**src/hw/rtl/lpps_ram.sv**
```systemverilog
// Generic simple dual-port RAM: one write port, one read port with registered read data.
// No dependencies.

module lpps_ram #(
  parameter int WIDTH = 8,
  parameter int DEPTH = 32
) (
  input  logic                     clk,
  input  logic                     we,
  input  logic [$clog2(DEPTH)-1:0] waddr,
  input  logic [WIDTH-1:0]         wdata,
  input  logic                     re,
  input  logic [$clog2(DEPTH)-1:0] raddr,
  output logic [WIDTH-1:0]         rdata
);

  logic [WIDTH-1:0] mem [DEPTH];

  always_ff @(posedge clk) begin
    if (we) begin
      mem[waddr] <= wdata;
    end
    if (re) begin
      rdata <= mem[raddr];
    end
  end

endmodule

```
**config.mk**
```make
export PLATFORM = sky130hd
export DESIGN_NAME = lpps_ram
export DESIGN_NICKNAME = d
export VERILOG_FILES = /design/src/hw/rtl/lpps_ram.sv
export SDC_FILE = /design/constraint.sdc
export NUM_CORES = 1
export LEC_CHECK = 0
export BUFFER_PORTS_ARGS = -buffer_cell sky130_fd_sc_hd__buf_4
export CAP_MARGIN = 20
export CORE_AREA = 2 2 146 148
export DETAILED_ROUTE_END_ITERATION = 12
export DIE_AREA = 0 0 148 150
export HOLD_SLACK_MARGIN = 0.02
export PLACE_DENSITY = 0.73
export SYNTH_ARGS = -nofsm -noshare
export SYNTH_HDL_FRONTEND = slang
export SYNTH_SLANG_ARGS = --single-unit
```
**constraint.sdc**
```tcl
create_clock -name clk -period 2.55 [get_ports clk]
set_input_delay 0.1275 -clock clk [delete_from_list [all_inputs] [get_ports clk]]
set_output_delay 0.1275 -clock clk [all_outputs]
set_load 0.02 [all_outputs]
```
# Word level (Yosys, flattened, before mapping)
# Memory sizes are Yosys's and may differ from the RTL's. A register that Yosys moved wholly into a read port is not among the register bits.
# Index checks and enable logic that the tools add are counted.
[totals] ff_bits=0 latch_bits=0 ram_bits=256 mem_bits_ro=0 out_inout_bits=8 memories=1
[op_classes] n_addsub=0 n_mul=0 div=0 n_lt_le_gt_ge=0 n_eq_ne=0 n_shift=0 n_mux=2 bitwise=0 n_reduce_logical=0
[memory_table] memory="mem" words=32 word_bits=8 rd=1 rd_clocked_by_memory_dff=1 wr=1 line_no="17" source="logic [WIDTH-1:0] mem [DEPTH];"
[ops] cell="1-bit 2-to-1 mux" n=2

# Logic depth before layout (Yosys ltp)
# Gate-level depths: netlist of the first run.
[depth] ltp_word=2 depth_mapped=5 depth_no_buf=3

# Worst setup path after synthesis of the first run
# Ideal clock, no wire load.
[synth_timing] path_kind="input -> register" startpoint="input raddr[2]" endpoint="register rdata[0], read port of mem (data pin)" setup_time_ns=0.260 arrival_time_ns=1.809 path_slack_ns=0.481 stages=5 n_path_buf=2 path_cell_list="clkbuf_1 clkbuf_1 mux4_2 mux4_2 mux2_2"
[synth_lines] item="from (decl)" line_no="13" source="input logic [$clog2(DEPTH)-1:0] raddr,"
[synth_lines] item="to (decl)" line_no="14" source="output logic [WIDTH-1:0] rdata"

==> impl_metrics.csv, run 1 <==
group,metric,value,unit
outcome,status,"finished, final reports clean",
cells_and_area,final_core_util,0.566,
clock_network,cts_tree,"built",
synthesis,ys_seq_area_frac,0.782,
detailed_routing,drtIter0Drc,444,
pwr,p_total,9.05,mW
floorplanning,die_area,22200,um^2
cells_and_area,stdcell_count,779,
synthesis,ys_ff_latch,264,
floorplanning,die_y,150,um
detailed_routing,drc_errors,0,
cells_and_area,fillers,1469,
worst_setup_path,start_kind,"register",
grt,grt_usage,0.197,
synthesis,syn_inst,417,
floorplanning,num_rows,53,
sta,final.min_clock_period,1.95,ns
sta,worst_pin_slew,0.814,ns
clock_network,worstSkewPairLatency,0.51,ns
grt,grt_start_max_net_pins,34,
place,place_hpwl,13.2,mm
place,gp_congestion,0.774,
synthesis,ys_types,14,
synthesis,synth_edf_count,264,
place,place_inst,733,
synthesis,syn_avg_cell_area,24.3,um^2
detailed_routing,vias_per_cell,5.92,
clock_network,ctsRootBufferMaster,"clkbuf_16",
synthesis,synth_ff_type,"edfxtp_1",
sta,hold_viol,0,
sta,rsz0062_at_grt,"no",
sta,final_max_slew_viol_count,0,
pwr,power_density,772,nW/um^2
detailed_routing,ant_nets,0,
detailed_routing,vias,4611,
worst_setup_path,critPathArrivalTime,2.21,ns
floorplanning,die_w,148,um
grt,antenna_found_initial,0,
cells_and_area,num-nets-final,507,
pwr,ir_drop,0.403,mV
worst_setup_path,endpoint_kind,"register",
detailed_routing,drt-pass1-iter-count,5,
pwr,power.leakage,3.71,nW
grt,grt_overflow_total,0,
sta,fin_tns_setup,0,ns
clock_network,cts_num_sinks,264,
cells_and_area,area_growth,15.7,%
grt,grt_pass1_vias,4743,
place,dp_slack,0.242,ns
clock_network,ctsResizeCount,0,
grt,grt_pass1_wl,31.5,mm
sta,fmax,0.512,GHz
sta,setup_viol,0,
synthesis,synth_largest_area_cell,"edfxtp_1",
synthesis,synthTopCellsByCount,"edfxtp_1 (264), mux4_2 (80), nor2_1 (33), mux2_2 (8)",
clock_network,cts_buffer_depth,3,
cells_and_area,antenna_cells,0,
synthesis,yosysTopAreaCellShare,0.782,
synthesis,ys_async_sr_fraction,0,
synthesis,ys_warn_count,0,
place,io_buffers,28,
sta,finClkSkew,0.00615,ns
clock_network,clkTransAtPathRegs,0.06,ns
worst_setup_path,required,2.81,ns
run,drv_cap,0,
sta,post-route-period-util,0.766,
floorplanning,ios,29,
sta,layout_setup_ws,0.597,ns
worst_setup_path,crit_fanout,1,
worst_setup_path,criticalPathCategory,"reg -> reg",
detailed_routing,finalWirelength,20.9,mm
clock_network,cts_setup_buffers,0,
floorplanning,design.core.area,20700,um^2
synthesis,syn_area,10100,um^2
clock_network,cts_max_level,1,
floorplanning,initial_utilization,0.490,
synthesis,ys_top_cells_by_area,"edfxtp_1 (78%), mux4_2 (18%), nor2_1 (1.2%)",
sta,slew_headroom,0.455,
synthesis,post-synth-top-count-cell,"edfxtp_1",
clock_network,numCtsBuffers,25,
synthesis,synth_nets,438,
hold_path,hp-class,"in -> reg",
cells_and_area,drive_above_1_share,0.369,
detailed_routing,wl_per_cell,26.8,um
[worst max-delay path, cell delays in order (launching register included)]
cell      delay [ns]
edfxtp_1        0.38
mux4_2          0.50
mux4_2          0.50
mux2_2          0.32
[path summary, 6_finish.rpt]
| path | endpoint | startpoint | slack [ns] | cells after the start |
|---|---|---|---|---|
| worst min register to register | rdata[5] | mem[30][5] | 0.99 | 3 |
| worst min-delay path | mem[0][7] | wdata[7] | 0.04 | 1 |
| worst max-delay path | rdata[0] | mem[12][0] | 0.60 | 3 |
| worst max register to register | rdata[0] | mem[12][0] | 0.60 | 3 |
[timing repair]
item / CTS / global route
setup endpoints to repair: 0 / 0
endpoints found under the hold margin: 8 / 0
hold buffers: 1 / 0
[state kept, by name (all words and copies together), names as in the netlist]
name and count:
mem 256, rdata 8
[per-layer routing]
layer	global-route usage	up-vias	share of wire	routed length [um]
met5	0	-	0	0
met4	0.0576	0	0.023	471
met3	0.0338	28	0.072	1500
met2	0.311	189	0.49	10100
met1	0.288	2469	0.42	8750
li1	-	1925	-	-
[metrics by stage]
step	hold WS, ns	area (um^2)
after floorplan	0.226	10100
after global placement	0.440	10900
after detailed placement	0.433	10900
after CTS	0.0336	11700
after global routing	0.0364	11700
final	0.0383	11700
[power by group]
part           internal [mW]  switching, mW  leakage (nW)
Combinational          0.224          0.269         0.929
Clock                   2.19           1.50         0.397
Sequential              4.84         0.0200          2.38
Total                   7.26           1.79          3.71
[layout make-up]
cell class | count | area [um^2] | share of cell area
multi-input combinational | 133 | 2100 | 0.179
clock buffer | 28 | 637 | 0.0543
sequential | 264 | 7930 | 0.676
tap | 275 | 344 | 0.0294
clock inverter | 17 | 181 | 0.0155
timing repair buffer | 62 | 531 | 0.0453
[cell usage in the layout, fill, tap and decap left out]
master and count:
clkinv_2 3, dlygate4sd3_1 1, nor2_1 33, nand3_1 2, clkinv_4 1, nand2_1 1, clkbuf_1 3, clkbuf_16 25
or3b_2 3, nand3b_1 5, bufinv_16 4, buf_4 56, edfxtp_1 264, mux4_2 80, clkinv_1 8, buf_12 5
mux2_2 8, clkinvlp_4 1, or3_1 1
[logic make-up after synthesis]
| family | count (synthesis) | synth area share |
|---|---|---|
| flops | 264 | 0.782 |
| mux | 88 | 0.187 |
| simple gates | 45 | 0.0205 |
| buf+inv | 20 | 0.0105 |
No activity file was read; power rests on OpenSTA's default activity.
==> run 2: changes to the inputs <==
==> constraint.sdc (replaced) <==
create_clock -name clk -period 1.8 [get_ports clk]
set_input_delay 0.09 -clock clk [delete_from_list [all_inputs] [get_ports clk]]
set_output_delay 0.09 -clock clk [all_outputs]
set_load 0.02 [all_outputs]
==> run 2 against run 1 <==
  * The run now ends with setup timing left
  * Flip-flop and latch count unchanged
  * Sequential share of layout area shrank 0.90 points
  * Critical path depth stayed put
  * Routed wire length is 1.6% lower
  * Final area up 1.3%
  * Fmax shrank 0.62%
  * Global-route usage fell by 0.37 points
  * Count of clock-buffer cells in the layout is 1 higher
  * Combinational power rose by 50%
  * Utilization rose by 0.76 points
  * Clock skew up 0.0013 ns
  * Setup slack worse by 0.76 ns
==> impl_metrics.csv, run 2 (same netlist as run 1, synthesis figures left out) <==
group,metric,value,unit
outcome,status,"complete, but fails checks",
outcome,violations,"setup timing",
pwr,ir_drop,0.675,mV
clock_network,worstSkewPairLatency,0.52,ns
grt,grt_pass1_vias,4851,
cells_and_area,num-nets-final,526,
clock_network,clkTransAtPathRegs,0.06,ns
worst_setup_path,crit_fanout,1,
floorplanning,initial_utilization,0.490,
floorplanning,ios,29,
run,drv_cap,0,
clock_network,cts_buffer_depth,3,
sta,finClkSkew,0.00741,ns
floorplanning,die_area,22200,um^2
detailed_routing,vias_per_cell,5.87,
grt,grt_usage,0.193,
place,io_buffers,28,
floorplanning,design.core.area,20700,um^2
clock_network,numCtsBuffers,25,
cells_and_area,drive_above_1_share,0.374,
sta,slew_headroom,0.709,
detailed_routing,ant_nets,0,
grt,grt_start_max_net_pins,33,
detailed_routing,drt-pass1-iter-count,5,
worst_setup_path,critPathArrivalTime,2.24,ns
pwr,power.leakage,3.81,nW
detailed_routing,drtIter0Drc,527,
detailed_routing,wl_per_cell,25.8,um
worst_setup_path,endpoint_kind,"register",
floorplanning,die_y,150,um
sta,setup_viol,8,
cells_and_area,antenna_cells,0,
clock_network,ctsRootBufferMaster,"clkbuf_16",
sta,rsz0062_at_grt,"yes",
grt,antenna_found_initial,0,
sta,hold_viol,0,
place,place_hpwl,13.2,mm
detailed_routing,vias,4676,
hold_path,hp-class,"in -> reg",
clock_network,cts_tree,"built",
grt,grt_overflow_total,0,
pwr,power_density,1060,nW/um^2
place,place_area,11000,um^2
sta,final.min_clock_period,1.97,ns
cells_and_area,stdcell_count,797,
worst_setup_path,required,2.08,ns
floorplanning,die_w,148,um
cells_and_area,regMostFlops,"mem",
pwr,p_total,12.6,mW
clock_network,cts_setup_buffers,0,
sta,fmax,0.509,GHz
cells_and_area,post-route-cell-area,11900,um^2
floorplanning,num_rows,53,
clock_network,cts_num_sinks,264,
cells_and_area,final_common_cell,"edfxtp_1",
place,place_inst,744,
detailed_routing,drc_errors,0,
sta,final_max_slew_viol_count,0,
sta,worst_pin_slew,0.436,ns
cells_and_area,reg_top3,"mem (256), rdata (8)",
worst_setup_path,start_kind,"register",
grt,grt_pass1_wl,31.1,mm
cells_and_area,area_growth,17.2,%
sta,post-route-period-util,1.09,
cells_and_area,largest_reg_flops,256,
worst_setup_path,criticalPathCategory,"reg -> reg",
cells_and_area,fillers,1491,
cells_and_area,layout_common_cells,"edfxtp_1 (264), mux4_2 (80), buf_4 (65)",
place,gp_congestion,0.780,
detailed_routing,finalWirelength,20.5,mm
clock_network,cts_max_level,1,
sta,layout_setup_ws,-0.165,ns
run 2: changes by cell type in the layout (fill, tap and decap cells not counted):
cell / change
buf_12: +2
clkinv_4: -1
mux2_4: +7
mux2_2: -7
clkbuf_1: +1
inv_6: +1
dlygate4sd3_1: +8
bufinv_16: -2
buf_4: +9
run 2: stage by stage:
step                setup slack [ns]  hold slack [ns]  TNS [ns]   util
floorplan                    -0.0264            0.189    -0.211      -
global placement              -0.365            0.420     -2.53  0.532
detailed placement            -0.350            0.432     -2.51  0.532
CTS                           -0.165           0.0468     -1.09  0.574
global route                  -0.183           0.0417     -1.24  0.574
finish                        -0.165           0.0591     -1.08  0.574
run 2: final timing paths:
path	slack [ns]	cells after the start	from	endpoint
setup / recovery	-0.17	3	mem[20][5]	rdata[5]
hold / removal	0.06	2	raddr[3]	rdata[4]
setup reg to reg	-0.17	3	mem[20][5]	rdata[5]
hold reg to reg	1.00	3	mem[10][1]	rdata[1]
run 2: layer usage:
layer | wire length [um] | global-route usage
met5 | 0 | 0
met1 | 8710 | 0.289
met3 | 1580 | 0.0299
met4 | 538 | 0.0671
met2 | 9720 | 0.296
run 2: critical path, stage by stage (launching register included):
cell,delay [ns]
edfxtp_1,0.39
mux4_2,0.51
mux4_2,0.53
mux2_4,0.29
run 2: cell type report:
| class | instances | area (um^2) | share of cell area |
|---|---|---|---|
| well taps | 275 | 344 | 0.0290 |
| flip-flops and latches | 264 | 7930 | 0.667 |
| multi-input cells | 133 | 2130 | 0.179 |
| clock inverters | 15 | 121 | 0.0102 |
| repair buffers | 81 | 718 | 0.0605 |
| clock buffers | 29 | 641 | 0.0539 |
run 2: report_power, final:
group | switching [mW] | internal [mW] | leakage, nW
combinational | 0.385 | 0.354 | 1.06
clock | 2.11 | 2.82 | 0.370
sequential | 0.0276 | 6.86 | 2.38
run 2: what timing repair did:
item,CTS,global route
setup endpoints to repair,8,8
hold endpoints to repair,246,0
resized for setup,7,0
hold buffers,9,0
pin swaps,0,0
